==> src/rtl/core/rk4s_pkg.sv <==
`timescale 1ns / 1ps
// Shared types, constants and helper functions for the RK4 linear ODE stepper.
// Depends on nothing; every other file but rk4s_stream_if imports it.
package rk4s_pkg;

  // Fixed data format of the value fields.
  localparam int DATA_W     = 32;
  localparam int ACC_W      = DATA_W + 3;
  localparam int H_W        = 17;
  localparam int CNT_W      = 16;
  localparam int CFG_IDX_W  = 8;
  localparam int CFG_DATA_W = 32;

  // Configuration register indexes.
  localparam logic [CFG_IDX_W-1:0] CFG_STEP_SIZE    = CFG_IDX_W'(0);
  localparam logic [CFG_IDX_W-1:0] CFG_FORCING_TERM = CFG_IDX_W'(1);
  localparam logic [CFG_IDX_W-1:0] CFG_DECAY_RATE   = CFG_IDX_W'(2);
  localparam logic [CFG_IDX_W-1:0] CFG_STEP_COUNT   = CFG_IDX_W'(3);

  // Configuration reset values.
  localparam logic [H_W-1:0]    RST_STEP_SIZE    = H_W'(66);
  localparam logic [DATA_W-1:0] RST_FORCING_TERM = DATA_W'(2108293);
  localparam logic [DATA_W-1:0] RST_DECAY_RATE   = DATA_W'(26214);
  localparam logic [CNT_W-1:0]  RST_STEP_COUNT   = CNT_W'(6000);

  // Divide-by-three unit: one byte of the dividend per cycle.
  localparam int DIV_BITS   = 8;
  localparam int DIV_CYCLES = (ACC_W + DIV_BITS - 1) / DIV_BITS;
  localparam int DIV_W      = DIV_CYCLES * DIV_BITS;
  localparam int DCNT_W     = $clog2(DIV_CYCLES);

  // Microcode program layout.
  localparam int UC_PC_W = 5;
  localparam logic [UC_PC_W-1:0] PC_DIV_INIT = UC_PC_W'(24);
  localparam logic [UC_PC_W-1:0] PC_DIV_STEP = UC_PC_W'(25);
  localparam logic [UC_PC_W-1:0] PC_FINISH   = UC_PC_W'(26);
  localparam logic [UC_PC_W-1:0] PC_REPORT   = UC_PC_W'(27);

  typedef struct packed {
    logic              kind;
    logic [DATA_W-1:0] start_x;
    logic [DATA_W-1:0] start_y;
  } in_item_t;

  typedef struct packed {
    logic [DATA_W-1:0] x_value;
    logic [DATA_W-1:0] y_value;
    logic              done_res;
    logic              overflow;
  } out_item_t;

  typedef enum logic [3:0] {
    UOP_MUL_D,
    UOP_MUL_H,
    UOP_RND,
    UOP_SUB,
    UOP_ACC,
    UOP_DIV_INIT,
    UOP_DIV_STEP,
    UOP_FINISH,
    UOP_REPORT
  } uop_e;

  // One control word of the sequencer program.
  typedef struct packed {
    uop_e               op;
    logic               dbl;     // add the slope twice into the weighted sum
    logic               halve;   // next probe point uses half the slope
    logic               jmp;     // jump while the divider has bytes left
    logic [UC_PC_W-1:0] target;
  } ucode_t;

  typedef struct packed {
    logic   en;
    logic   start;
    logic   load;
    ucode_t uc;
  } dp_ctrl_t;

  typedef struct packed {
    logic div_more;
    logic ov;
  } dp_stat_t;

  typedef struct packed {
    logic              ov;
    logic [DATA_W-1:0] val;
  } sat_t;

  localparam ucode_t UW_MUL_D = '{op: UOP_MUL_D, dbl: 1'b0, halve: 1'b0, jmp: 1'b0, target: '0};
  localparam ucode_t UW_MUL_H = '{op: UOP_MUL_H, dbl: 1'b0, halve: 1'b0, jmp: 1'b0, target: '0};
  localparam ucode_t UW_RND   = '{op: UOP_RND,   dbl: 1'b0, halve: 1'b0, jmp: 1'b0, target: '0};
  localparam ucode_t UW_SUB   = '{op: UOP_SUB,   dbl: 1'b0, halve: 1'b0, jmp: 1'b0, target: '0};
  localparam ucode_t UW_ACC1  = '{op: UOP_ACC,   dbl: 1'b0, halve: 1'b1, jmp: 1'b0, target: '0};
  localparam ucode_t UW_ACC2  = '{op: UOP_ACC,   dbl: 1'b1, halve: 1'b1, jmp: 1'b0, target: '0};
  localparam ucode_t UW_ACC3  = '{op: UOP_ACC,   dbl: 1'b1, halve: 1'b0, jmp: 1'b0, target: '0};
  localparam ucode_t UW_ACC4  = '{op: UOP_ACC,   dbl: 1'b0, halve: 1'b0, jmp: 1'b0, target: '0};
  localparam ucode_t UW_DIVI  = '{op: UOP_DIV_INIT, dbl: 1'b0, halve: 1'b0, jmp: 1'b0,
                                  target: '0};
  localparam ucode_t UW_DIVS  = '{op: UOP_DIV_STEP, dbl: 1'b0, halve: 1'b0, jmp: 1'b1,
                                  target: PC_DIV_STEP};
  localparam ucode_t UW_FIN   = '{op: UOP_FINISH, dbl: 1'b0, halve: 1'b0, jmp: 1'b0, target: '0};
  localparam ucode_t UW_REP   = '{op: UOP_REPORT, dbl: 1'b0, halve: 1'b0, jmp: 1'b0, target: '0};

  // Program ROM. Each slope takes six words: d*v, round, g-p, h*f, round, accumulate.
  function automatic ucode_t ucode_fetch(input logic [UC_PC_W-1:0] pc);
    ucode_t w;
    case (pc)
      5'd0, 5'd6, 5'd12, 5'd18: w = UW_MUL_D;
      5'd1, 5'd7, 5'd13, 5'd19: w = UW_RND;
      5'd2, 5'd8, 5'd14, 5'd20: w = UW_SUB;
      5'd3, 5'd9, 5'd15, 5'd21: w = UW_MUL_H;
      5'd4, 5'd10, 5'd16, 5'd22: w = UW_RND;
      5'd5:  w = UW_ACC1;
      5'd11: w = UW_ACC2;
      5'd17: w = UW_ACC3;
      5'd23: w = UW_ACC4;
      PC_DIV_INIT: w = UW_DIVI;
      PC_DIV_STEP: w = UW_DIVS;
      PC_FINISH:   w = UW_FIN;
      default:     w = UW_REP;
    endcase
    return w;
  endfunction

  // Saturate a value with two guard bits to the data width.
  function automatic sat_t sat_dw(input logic [DATA_W+1:0] v);
    sat_t s;
    if (v[DATA_W+1:DATA_W-1] == '0 || v[DATA_W+1:DATA_W-1] == '1) begin
      s.ov  = 1'b0;
      s.val = v[DATA_W-1:0];
    end else begin
      s.ov  = 1'b1;
      s.val = v[DATA_W+1] ? {1'b1, {(DATA_W-1){1'b0}}} : {1'b0, {(DATA_W-1){1'b1}}};
    end
    return s;
  endfunction

  // Magnitude of a signed data word; the most negative value maps to 2^(DATA_W-1).
  function automatic logic [DATA_W-1:0] mag_dw(input logic [DATA_W-1:0] v);
    return v[DATA_W-1] ? (~v + DATA_W'(1)) : v;
  endfunction

  // Sign extension by two guard bits.
  function automatic logic [DATA_W+1:0] sx2(input logic [DATA_W-1:0] v);
    return {{2{v[DATA_W-1]}}, v};
  endfunction

endpackage

==> src/rtl/core/rk4s_stream_if.sv <==
`timescale 1ns / 1ps
// Valid/ready stream channel carrying one payload struct per transaction.
// The payload type is set by the instance; no other dependencies.
interface rk4s_stream_if #(
  parameter type T = logic
);
  logic valid;
  logic ready;
  T     data;

  modport source (output valid, output data, input ready);
  modport sink   (input valid, input data, output ready);
endinterface

==> src/rtl/core/rk4_linear_ode_stepper.sv <==
`timescale 1ns / 1ps
// RK4 stepper for dy/dx = g - d*y: a step transaction runs a 28-word microcode program
// on one shared multiplier; no new item is taken until its result has been reported.
// The four slopes come first, then the divide by six, one byte per cycle.
// Load transactions and steps past the count skip straight to the report word.
// Reset clears x, y and the step counter and restores the configuration defaults.
module rk4_linear_ode_stepper
  import rk4s_pkg::*;
#(
  parameter int FRAC_BITS = 16
) (
  input  logic                  clk_i,
  input  logic                  rst_ni,
  rk4s_stream_if.sink           in_i,
  rk4s_stream_if.source         out_o,
  input  logic                  cfg_we_i,
  input  logic [CFG_IDX_W-1:0]  cfg_idx_i,
  input  logic [CFG_DATA_W-1:0] cfg_data_i
);

  // Configuration registers.
  logic [H_W-1:0]    step_size_q;
  logic [DATA_W-1:0] forcing_term_q, decay_rate_q;
  logic [CNT_W-1:0]  step_count_q;

  // Sequencer and result register.
  logic               busy_q;
  logic [UC_PC_W-1:0] pc_q, pc_d;
  logic [CNT_W-1:0]   steps_q;
  logic               out_valid_q;
  out_item_t          out_q;

  ucode_t            uc;
  dp_ctrl_t          ctrl;
  dp_stat_t          stat;
  logic              accept, report, in_range;
  logic [DATA_W-1:0] x_cur, y_cur;

  // Configuration writes; unknown indexes are ignored.
  always_ff @(posedge clk_i or negedge rst_ni) begin
    if (!rst_ni) begin
      step_size_q    <= RST_STEP_SIZE;
      forcing_term_q <= RST_FORCING_TERM;
      decay_rate_q   <= RST_DECAY_RATE;
      step_count_q   <= RST_STEP_COUNT;
    end else if (cfg_we_i) begin
      case (cfg_idx_i)
        CFG_STEP_SIZE:    step_size_q    <= cfg_data_i[H_W-1:0];
        CFG_FORCING_TERM: forcing_term_q <= cfg_data_i[DATA_W-1:0];
        CFG_DECAY_RATE:   decay_rate_q   <= cfg_data_i[DATA_W-1:0];
        CFG_STEP_COUNT:   step_count_q   <= cfg_data_i[CNT_W-1:0];
        default: begin
          step_size_q <= step_size_q;
        end
      endcase
    end
  end

  // Handshake and microcode fetch.
  assign in_i.ready = !busy_q;
  assign accept     = in_i.valid && !busy_q;
  assign in_range   = (steps_q < step_count_q);
  assign uc         = ucode_fetch(pc_q);
  assign report     = busy_q && (uc.op == UOP_REPORT) && (!out_valid_q || out_o.ready);

  assign ctrl.en    = busy_q && (uc.op != UOP_REPORT);
  assign ctrl.start = accept;
  assign ctrl.load  = !in_i.data.kind;
  assign ctrl.uc    = uc;

  // Program counter: a step in range runs the whole program, anything else only reports.
  always_comb begin
    pc_d = pc_q;
    if (accept) begin
      pc_d = (in_i.data.kind && in_range) ? '0 : PC_REPORT;
    end else if (ctrl.en) begin
      pc_d = (uc.jmp && stat.div_more) ? uc.target : pc_q + UC_PC_W'(1);
    end
  end

  always_ff @(posedge clk_i or negedge rst_ni) begin
    if (!rst_ni) begin
      busy_q      <= 1'b0;
      pc_q        <= '0;
      steps_q     <= '0;
      out_valid_q <= 1'b0;
    end else begin
      pc_q <= pc_d;
      if (accept) begin
        busy_q <= 1'b1;
      end else if (report) begin
        busy_q <= 1'b0;
      end
      if (accept && !in_i.data.kind) begin
        steps_q <= '0;
      end else if (ctrl.en && uc.op == UOP_FINISH) begin
        steps_q <= steps_q + CNT_W'(1);
      end
      if (report) begin
        out_valid_q <= 1'b1;
      end else if (out_o.ready) begin
        out_valid_q <= 1'b0;
      end
    end
  end

  // Result payload, captured when the program reports.
  always_ff @(posedge clk_i) begin
    if (report) begin
      out_q.x_value  <= x_cur;
      out_q.y_value  <= y_cur;
      out_q.done_res <= (steps_q >= step_count_q);
      out_q.overflow <= stat.ov;
    end
  end

  assign out_o.valid = out_valid_q;
  assign out_o.data  = out_q;

  rk4s_datapath #(
    .FRAC_BITS(FRAC_BITS)
  ) u_datapath (
    .clk_i         (clk_i),
    .rst_ni        (rst_ni),
    .ctrl_i        (ctrl),
    .start_x_i     (in_i.data.start_x),
    .start_y_i     (in_i.data.start_y),
    .step_size_i   (step_size_q),
    .forcing_term_i(forcing_term_q),
    .decay_rate_i  (decay_rate_q),
    .stat_o        (stat),
    .x_o           (x_cur),
    .y_o           (y_cur)
  );

endmodule

==> src/rtl/core/rk4s_datapath.sv <==
`timescale 1ns / 1ps
// Arithmetic datapath of the RK4 stepper: shared multiplier, rounding, saturating
// adders, slope accumulator and a byte-serial divide by three. Uses rk4s_pkg.
module rk4s_datapath
  import rk4s_pkg::*;
#(
  parameter int FRAC_BITS = 16
) (
  input  logic              clk_i,
  input  logic              rst_ni,
  input  dp_ctrl_t          ctrl_i,
  input  logic [DATA_W-1:0] start_x_i,
  input  logic [DATA_W-1:0] start_y_i,
  input  logic [H_W-1:0]    step_size_i,
  input  logic [DATA_W-1:0] forcing_term_i,
  input  logic [DATA_W-1:0] decay_rate_i,
  output dp_stat_t          stat_o,
  output logic [DATA_W-1:0] x_o,
  output logic [DATA_W-1:0] y_o
);

  localparam int PW = 2 * DATA_W;
  localparam logic [PW:0] RND_HALF = (PW + 1)'(1) << (FRAC_BITS - 1);
  localparam logic [PW:0] MAG_LIM  = (PW + 1)'(1) << (DATA_W - 1);

  // Architectural state.
  logic [DATA_W-1:0] x_q, x_d, y_q, y_d;
  logic              ov_q, ov_d;
  logic [DCNT_W-1:0] dcnt_q, dcnt_d;

  // Working registers.
  logic [PW-1:0]     prod_q, prod_d;
  logic              pneg_q, pneg_d;
  logic [DATA_W-1:0] r_q, r_d, f_q, f_d, v_q, v_d;
  logic [ACC_W-1:0]  s_q, s_d;
  logic [DIV_W-1:0]  work_q, work_d;
  logic [1:0]        rem_q, rem_d;
  logic              sneg_q, sneg_d;

  // Combinational helpers.
  logic [DATA_W-1:0] mag_a, mag_b;
  logic              neg_a, neg_b;
  logic [PW:0]       rsum, rq;
  logic [DATA_W-1:0] rnd_val;
  logic              rnd_ov;
  sat_t              sub_s, probe_s, y_s, x_s;
  logic [DATA_W-1:0] kx;
  logic [ACC_W-1:0]  kadd, smag;
  logic [ACC_W:0]    nplus;
  logic [2:0]        dr;
  logic [DIV_W-1:0]  dw;
  logic [DATA_W+1:0] dsgn;

  // Operand selection for the shared multiplier.
  always_comb begin
    if (ctrl_i.uc.op == UOP_MUL_H) begin
      mag_a = DATA_W'(step_size_i);
      neg_a = 1'b0;
      mag_b = mag_dw(f_q);
      neg_b = f_q[DATA_W-1];
    end else begin
      mag_a = mag_dw(decay_rate_i);
      neg_a = decay_rate_i[DATA_W-1];
      mag_b = mag_dw(v_q);
      neg_b = v_q[DATA_W-1];
    end
  end

  // Round the product to nearest, ties away from zero, and saturate.
  always_comb begin
    rsum = {1'b0, prod_q} + RND_HALF;
    rq   = rsum >> FRAC_BITS;
    if (rq >= MAG_LIM) begin
      rnd_val = pneg_q ? {1'b1, {(DATA_W-1){1'b0}}} : {1'b0, {(DATA_W-1){1'b1}}};
      rnd_ov  = pneg_q ? (rq != MAG_LIM) : 1'b1;
    end else begin
      rnd_val = pneg_q ? (~rq[DATA_W-1:0] + DATA_W'(1)) : rq[DATA_W-1:0];
      rnd_ov  = 1'b0;
    end
  end

  // Derivative, next probe point, slope sum and final update.
  always_comb begin
    sub_s   = sat_dw(sx2(forcing_term_i) - sx2(r_q));
    kx      = ctrl_i.uc.halve ? {r_q[DATA_W-1], r_q[DATA_W-1:1]} : r_q;
    probe_s = sat_dw(sx2(y_q) + sx2(kx));
    kadd    = ctrl_i.uc.dbl ? {{2{r_q[DATA_W-1]}}, r_q, 1'b0} : {{3{r_q[DATA_W-1]}}, r_q};
    smag    = s_q[ACC_W-1] ? (~s_q + ACC_W'(1)) : s_q;
    nplus   = {1'b0, smag} + (ACC_W + 1)'(3);
    dsgn    = sneg_q ? (~{1'b0, work_q[DATA_W:0]} + (DATA_W + 2)'(1))
                     : {1'b0, work_q[DATA_W:0]};
    y_s     = sat_dw(sx2(y_q) + dsgn);
    x_s     = sat_dw(sx2(x_q) + (DATA_W + 2)'(step_size_i));
  end

  // One byte of restoring division by three, most significant bit first.
  always_comb begin
    dr = {1'b0, rem_q};
    dw = work_q;
    for (int i = 0; i < DIV_BITS; i++) begin
      dr = {dr[1:0], dw[DIV_W-1]};
      dw = {dw[DIV_W-2:0], 1'b0};
      if (dr >= 3'd3) begin
        dr    = dr - 3'd3;
        dw[0] = 1'b1;
      end
    end
  end

  // Next-state selection by micro-operation.
  always_comb begin
    x_d    = x_q;
    y_d    = y_q;
    ov_d   = ov_q;
    dcnt_d = dcnt_q;
    prod_d = prod_q;
    pneg_d = pneg_q;
    r_d    = r_q;
    f_d    = f_q;
    v_d    = v_q;
    s_d    = s_q;
    work_d = work_q;
    rem_d  = rem_q;
    sneg_d = sneg_q;
    if (ctrl_i.start) begin
      ov_d = 1'b0;
      s_d  = '0;
      v_d  = y_q;
      if (ctrl_i.load) begin
        x_d = start_x_i;
        y_d = start_y_i;
      end
    end else if (ctrl_i.en) begin
      case (ctrl_i.uc.op)
        UOP_MUL_D, UOP_MUL_H: begin
          prod_d = mag_a * mag_b;
          pneg_d = neg_a ^ neg_b;
        end
        UOP_RND: begin
          r_d  = rnd_val;
          ov_d = ov_q | rnd_ov;
        end
        UOP_SUB: begin
          f_d  = sub_s.val;
          ov_d = ov_q | sub_s.ov;
        end
        UOP_ACC: begin
          s_d  = s_q + kadd;
          v_d  = probe_s.val;
          // The last slope feeds no further probe point, so its sum never flags.
          ov_d = ov_q | (probe_s.ov & (ctrl_i.uc.halve | ctrl_i.uc.dbl));
        end
        UOP_DIV_INIT: begin
          work_d = DIV_W'(nplus[ACC_W:1]);
          rem_d  = 2'd0;
          sneg_d = s_q[ACC_W-1];
          dcnt_d = '0;
        end
        UOP_DIV_STEP: begin
          work_d = dw;
          rem_d  = dr[1:0];
          dcnt_d = dcnt_q + DCNT_W'(1);
        end
        UOP_FINISH: begin
          y_d  = y_s.val;
          x_d  = x_s.val;
          ov_d = ov_q | y_s.ov | x_s.ov;
        end
        default: begin
          ov_d = ov_q;
        end
      endcase
    end
  end

  // State and control registers.
  always_ff @(posedge clk_i or negedge rst_ni) begin
    if (!rst_ni) begin
      x_q    <= '0;
      y_q    <= '0;
      ov_q   <= 1'b0;
      dcnt_q <= '0;
    end else begin
      x_q    <= x_d;
      y_q    <= y_d;
      ov_q   <= ov_d;
      dcnt_q <= dcnt_d;
    end
  end

  // Working registers carry payload only.
  always_ff @(posedge clk_i) begin
    prod_q <= prod_d;
    pneg_q <= pneg_d;
    r_q    <= r_d;
    f_q    <= f_d;
    v_q    <= v_d;
    s_q    <= s_d;
    work_q <= work_d;
    rem_q  <= rem_d;
    sneg_q <= sneg_d;
  end

  assign stat_o.div_more = (dcnt_q != DCNT_W'(DIV_CYCLES - 1));
  assign stat_o.ov       = ov_q;
  assign x_o             = x_q;
  assign y_o             = y_q;

endmodule

==> src/flat_wrapper.sv <==
// flat-port wrapper written by rule: the top's interface ports become plain ports
module rk4_linear_ode_stepper_flat import rk4s_pkg::*;
#(
  parameter int FRAC_BITS = 16
)
  (clk_i, rst_ni, cfg_we_i, cfg_idx_i, cfg_data_i, in_i_valid, in_i_data, in_i_ready, out_o_valid, out_o_data, out_o_ready);
  rk4s_stream_if #(.T(in_item_t)) in_i_i ();
  rk4s_stream_if #(.T(out_item_t)) out_o_i ();
  input  logic clk_i;
  input  logic rst_ni;
  input  logic cfg_we_i;
  input  logic [CFG_IDX_W-1:0] cfg_idx_i;
  input  logic [CFG_DATA_W-1:0] cfg_data_i;
  input wire logic [$bits(in_i_i.valid)-1:0] in_i_valid;
  input wire logic [$bits(in_i_i.data)-1:0] in_i_data;
  output wire logic [$bits(in_i_i.ready)-1:0] in_i_ready;
  output wire logic [$bits(out_o_i.valid)-1:0] out_o_valid;
  output wire logic [$bits(out_o_i.data)-1:0] out_o_data;
  input wire logic [$bits(out_o_i.ready)-1:0] out_o_ready;
  assign in_i_i.valid = in_i_valid;
  assign in_i_i.data = in_i_data;
  assign in_i_ready = in_i_i.ready;
  assign out_o_valid = out_o_i.valid;
  assign out_o_data = out_o_i.data;
  assign out_o_i.ready = out_o_ready;
  rk4_linear_ode_stepper #(.FRAC_BITS(FRAC_BITS)) u_core (.clk_i(clk_i), .rst_ni(rst_ni), .in_i(in_i_i), .out_o(out_o_i), .cfg_we_i(cfg_we_i), .cfg_idx_i(cfg_idx_i), .cfg_data_i(cfg_data_i));
endmodule
==> config.mk <==
export PLATFORM = sky130hd
export DESIGN_NAME = rk4_linear_ode_stepper_flat
export DESIGN_NICKNAME = d
export VERILOG_FILES = /design/src/rtl/core/rk4s_pkg.sv /design/src/rtl/core/rk4s_stream_if.sv /design/src/rtl/core/rk4_linear_ode_stepper.sv /design/src/rtl/core/rk4s_datapath.sv /design/src/flat_wrapper.sv
export SDC_FILE = /design/constraint.sdc
export NUM_CORES = 2
export LEC_CHECK = 0
export BUFFER_PORTS_ARGS = -buffer_cell sky130_fd_sc_hd__buf_2
export CORE_AREA = 5 5 340 408
export DETAILED_ROUTE_END_ITERATION = 16
export DIE_AREA = 0 0 345 413
export GPL_ROUTABILITY_DRIVEN = 0
export PLACE_DENSITY = 0.72
export SYNTH_ARGS = -nofsm -noshare
export SYNTH_HDL_FRONTEND = slang
export SYNTH_HIERARCHICAL = 1
export SYNTH_SLANG_ARGS = --single-unit
==> constraint.sdc <==
create_clock -name clk_i -period 9.9 [get_ports clk_i]
set_input_delay 0.99 -clock clk_i [delete_from_list [all_inputs] [get_ports clk_i]]
set_output_delay 0.99 -clock clk_i [all_outputs]
set_load 0.01 [all_outputs]
---- After elaboration in Yosys (flattened, before gate mapping) ----
Memories as Yosys holds them, arrays and structs flattened.
Cells that the tools add are included.
word-level totals
  memories ................................ 1
  register bits ........................... 493
  logic and storage cells ................. 207
  memory bits (read-only) ................. 320
  input port bits ......................... 110
cells by class
  multiply operators ...................... 1
  equal/unequal tests ..................... 19
  mux-type cells .......................... 67
  add/subtract/negate cells ............... 24
  reductions and logical operators ........ 44
  magnitude comparators ................... 11
  bitwise gates (word level) .............. 15
memory list
  name              depth  width  rd ports  clocked after Yosys merged registers in  wr ports  line             source
  (name not given)  32     10     1         0                                        0         rk4s_pkg.sv:108  case (pc)
operators with widths
  operator                                                             number
  two-way mux 32 bit                                                   24
  two-way mux 33 bit                                                   4
  adder 32 x 1 -> 32 bit, second input constant                        4
  inverter 32 bit                                                      4
  one-hot mux 40 bit (2 select lines)                                  1
  adder 64 x 16 -> 65 bit, second input constant                       1
  multiplier 32 x 32 -> 64 bit                                         1
  greater-or-equal comparator 49 x 32 -> 1 bit, second input constant  1
  != test 49 x 32 -> 1 bit, second input constant                      1
  adder 35 x 2 -> 36 bit, second input constant                        1
  adder 35 x 1 -> 35 bit, second input constant                        1
  adder 35 bit                                                         1
  two-way mux 35 bit                                                   1
  inverter 35 bit                                                      1
  adder 34 x 1 -> 34 bit, second input constant                        1
  adder 34 bit                                                         1
  two-way mux 34 bit                                                   1
  inverter 33 -> 34 bit                                                1
  adder 32 x 18 -> 33 bit                                              1
  adder 32 x 32 -> 33 bit                                              1
  subtractor 32 x 32 -> 33 bit                                         1
  two-way mux 16 bit                                                   2
  two-way mux 31 bit                                                   1
  greater-or-equal comparator 3 x 2 -> 1 bit, second input constant    8
  other kinds (37)                                                     117

---- Logic depth before layout (Yosys ltp) ----
  depth in word-level cells ............... 17
  mapped depth ............................ 43
  mapped depth without buffers ............ 38

---- Hierarchy ----
The synthesis kept the hierarchy.
modules (own cells, without submodules)
  module                  cells an instance  instances  area an instance (um^2)
  rk4s_datapath           7,022              1          58,924.0
  rk4_linear_ode_stepper  525                1          7,672.4

---- Worst setup path before layout ----
OpenSTA, ideal clock, no wires.
  kind .................................... register to register
  start point ............................. register u_core.pc_q[0]
  end point ............................... register u_core.u_datapath.prod_q[41] (data pin)
  buffers on the path ..................... 4
  setup slack ............................. -0.495 ns
  stages on the path, launching flop included .. 39
  library setup time ...................... 0.259 ns
  arrival time ............................ 10.137 ns
  cell sequence ........................... dfrtp_1 ha_1 ha_1 nand2_1 o21ai_0 o22ai_1 inv_1 nor4b_1 clkbuf_1 buf_1 clkbuf_1 nand2_1 nand2_1 buf_1 nor2_1 fa_1 inv_1 fa_1 (+3 left out) fa_1 fa_1 fa_1 inv_1 fa_1 inv_1 ha_1 a21o_1 a21oi_1 nand2_1 a211oi_1 o2bb2ai_1 or2_2 a21oi_1 o21ai_0 a31o_2 a21oi_1 xnor2_1
RTL lines
  element                 line                          source
  from (decl)             rk4_linear_ode_stepper.sv:28  logic [UC_PC_W-1:0] pc_q, pc_d;
  from (signal assigned)  rk4_linear_ode_stepper.sv:88  pc_q <= pc_d;
  to (signal assigned)    rk4s_datapath.sv:193          prod_q <= prod_d;
  to (decl)               rk4s_datapath.sv:32           logic [PW-1:0] prod_q, prod_d;

---- Worst setup path after layout ----
  start point ............................. register u_core.u_datapath.v_q[5]
  end point ............................... register u_core.u_datapath.prod_q[59] (data pin)
between the ends
  longest elaborated chain between the ends .. 5
ends and longest elaborated chain
  element                           line                  source
  from (decl)                       rk4s_datapath.sv:34   logic [DATA_W-1:0] r_q, r_d, f_q, f_d, v_q, v_d;
  from (signal assigned)            rk4s_datapath.sv:197  v_q <= v_d;
  inverter 32 bit                   rk4s_pkg.sv:141       return v[DATA_W-1] ? (~v + DATA_W'(1)) : v;
  adder 32 x 1 -> 32 bit            rk4s_pkg.sv:141
  two-way mux 32 bit (*)            rk4s_pkg.sv:141
  two-way mux 32 bit (*)            rk4s_datapath.sv:56   if (ctrl_i.uc.op == UOP_MUL_H) begin
  multiplier 32 x 32 -> 64 bit (*)  rk4s_datapath.sv:136  prod_d = mag_a * mag_b;
Mark *: on every way between the ends. The rest lies on a longest branch, timed or not.
A chain may end at the register's enable or synchronous reset.

==> flow_summary.json <==
{
  "largest_net_degree_at_the_start_of_global_routing": 77,
  "vias_in_the_first_global_route": 59578,
  "tns_ns": -3.17,
  "grt_antenna_before_repair": 3,
  "initial_core_util_pct": 49.4,
  "timing.critical_path.from_type": "flop",
  "detail-route-antenna-nets": 0,
  "route.detailed.wl_per_inst_um": 23.0,
  "placementRows": 148,
  "num_vias": 57934,
  "portBuffers": 177,
  "dp_hpwl_um": 185000,
  "max_cap_viol_count": 0,
  "floorplan.die_area_mm2": 0.142,
  "numClockSinks": 478,
  "slowest_stage": "sky130_fd_sc_hd__fa_1",
  "grt_pass1_wl_um": 344000,
  "tightestPinTransition_ns": 1.35,
  "number_of_nets_produced_by_synthesis": 9008,
  "grt_use_total_pct": 31.2,
  "post_route_cells_drive_above_1_share_pct": 16.8,
  "diodes": 0,
  "synth.cell_area_mm2": 0.0666,
  "layout_worst_path_cycle_share_pct": 103,
  "data_required_time_of_the_worst_path_ns": 10.26,
  "crit_path_max_incr_delay_ns": 0.59,
  "status": "complete, but fails checks",
  "postRouteWirelength_um": 228000,
  "layout_setup_ws_ns": -0.309,
  "grt-ovfl-total": 0,
  "relSlewSlack_pct": 9.37,
  "worst-setup-path-type": "reg2reg",
  "drtPass1Iterations": 6,
  "num_cts_buffers": 45,
  "worst_setup_hold_path_clk_slew_ns": 0.07,
  "io_pins": 178,
  "fin_crit_ns": 10.21,
  "cts_htree_levels": 2,
  "timing_hold_violations_final": 0,
  "setup-violations-final": 23,
  "avgSynthCellArea_um2": 8.83,
  "failed_checks": "negative setup slack",
  "clock_path_buffers": 3,
  "core_area_mm2": 0.135,
  "cts_root_buf": "sky130_fd_sc_hd__clkbuf_16",
  "chipWidth_um": 345,
  "count_of_routing_violations_after_the_opening_detailed_route_iteration": 5180,
  "critical-path-top-cell-by-count": "sky130_fd_sc_hd__fa_1",
  "worst_hold_path_type": "in2async",
  "worstSetupEndpointType": "flop",
  "final_stage_net_count": 9543,
  "rsz0062_at_grt": "true",
  "cp.arrival_ns": 10.56,
  "fp.dieH_um": 413,
  "critPathMaxFanout": 11,
  "post_cts_hold_buffer_count": 0,
  "cell_count_after_synthesis": 7545,
  "tritoncts_clock_tree": "yes",
  "synthToLayoutAreaGrowth_pct": 16.0,
  "route.detailed.drc": 0,
  "insertion_delay_ns": 0.61,
  "post_drt_via_cell_ratio": 5.84,
  "fmax_mhz": 98.0,
  "final-max-slew-violation-count": 0,
  "synth-warning-count": 6,
  "final_util_pct": 57.3,
  "finalHoldWorstSlack_ns": 0.426,
  "skew_ns": 0.0255
}
## worst paths after layout
path / startpoint / endpoint / slack (ns) / cells past startpoint
max reg2reg: u_core/u_datapath/v_q[5] / u_core/u_datapath/prod_q[59] / -0.31 / 36
max in group asynchronous: rst_ni / u_core/step_size_q[16] / 8.18 / 2
min: rst_ni / u_core/u_datapath/x_o[16] / 0.43 / 1
min reg2reg: u_core/u_datapath/ov_q / u_core/out_o.data[0] / 0.44 / 0
min in group clk_i: u_core/u_datapath/ov_q / u_core/out_o.data[0] / 0.44 / 0
max: u_core/u_datapath/v_q[5] / u_core/u_datapath/prod_q[59] / -0.31 / 36
## worst max-delay path: cells and delay by family (launching register included)
family                     cells  cell delay [ns]
and+or+nand+nor               10             2.32
buffers and inverters          6             0.76
DFF                            1             0.39
muxes                          1             0.14
adders and majority gates      9             4.33
xor gates and xnor gates       1             0.11
AOI/OAI and AO/OA              9             1.91
## flip-flops by register name (all words and copies together), names as in the netlist, 5 cells and up
signal / flops
u_core/u_datapath/s_q: 35
u_core/u_datapath/r_q: 32
u_core/u_datapath/y_o: 32
u_core/u_datapath/v_q: 32
u_core/step_count_q: 16
u_core/u_datapath/x_o: 32
u_core/u_datapath/prod_q: 49
u_core/out_o.data: 66
u_core/decay_rate_q: 32
u_core/u_datapath/f_q: 32
u_core/pc_q: 5
u_core/step_size_q: 17
u_core/u_datapath/work_q: 40
u_core/steps_q: 16
u_core/forcing_term_q: 32
## placed cells by master (no fill, tap or decap), types with 31 or more instances in the layout
cell type and instances:
sky130_fd_sc_hd__mux2_2 104, sky130_fd_sc_hd__o21a_1 61, sky130_fd_sc_hd__nand2_1 911, sky130_fd_sc_hd__nand2b_1 56
sky130_fd_sc_hd__nor2_2 35, sky130_fd_sc_hd__inv_1 1045, sky130_fd_sc_hd__ha_1 438, sky130_fd_sc_hd__dfxtp_1 35
sky130_fd_sc_hd__buf_4 560, sky130_fd_sc_hd__and2_1 37, sky130_fd_sc_hd__a211oi_1 31, sky130_fd_sc_hd__fa_1 888
sky130_fd_sc_hd__o21ai_0 378, sky130_fd_sc_hd__xnor2_1 218, sky130_fd_sc_hd__buf_2 176, sky130_fd_sc_hd__o31ai_1 49
sky130_fd_sc_hd__nor3_1 69, sky130_fd_sc_hd__or4_1 32, sky130_fd_sc_hd__clkbuf_16 49, sky130_fd_sc_hd__a21o_1 137
sky130_fd_sc_hd__a21oi_1 332, sky130_fd_sc_hd__and3_1 43, sky130_fd_sc_hd__nor2_1 766, sky130_fd_sc_hd__or3_1 68
sky130_fd_sc_hd__edfxtp_1 255, sky130_fd_sc_hd__xor2_1 158, sky130_fd_sc_hd__nand3_1 101, sky130_fd_sc_hd__buf_12 76
sky130_fd_sc_hd__nor2b_1 39, sky130_fd_sc_hd__dfrtp_1 163, sky130_fd_sc_hd__nand4_1 46
## cell type report
cell class              instances  area, µm²
clock inverters                35        413
repair buffers                847       7120
flip-flops and latches        478      13100
inverters                    1065       4000
multi-input cells            5643      49200
fillers                     11584      57500
clock buffers                  49       1160
well taps                    1800       2250
## metrics by stage
step / cell area, µm² / std cells / setup slack, ns
floorplan: 66600 / 7545 / -0.00585
global placement: 73900 / 9770 / -0.528
detailed placement: 73900 / 9770 / -0.537
CTS: 76300 / 9884 / -0.214
global route: 77300 / 9917 / -0.569
finish: 77300 / 9917 / -0.309
## metal layers
| metal | part of all wire (%) | up-vias | wire length [µm] | track usage, % |
|---|---|---|---|---|
| met2 | 46 | 2908 | 106000 | 51.7 |
| met1 | 34 | 28282 | 77100 | 34.3 |
| li1 | - | 25776 | - | - |
| met4 | 11 | 0 | 25400 | 26.6 |
| met3 | 8.7 | 968 | 19800 | 6.46 |
| met5 | 0 | - | 0 | 0 |
## timing repair
action	4_1_cts	5_1_grt
endpoints found under the setup margin	37	39
cloned	5	3
setup buffers	26	37
resized for setup	116	166
pin swaps	67	92
Power is not shown: default switching activity piles up to over one toggle a cycle in this logic, so the estimate is an artifact.
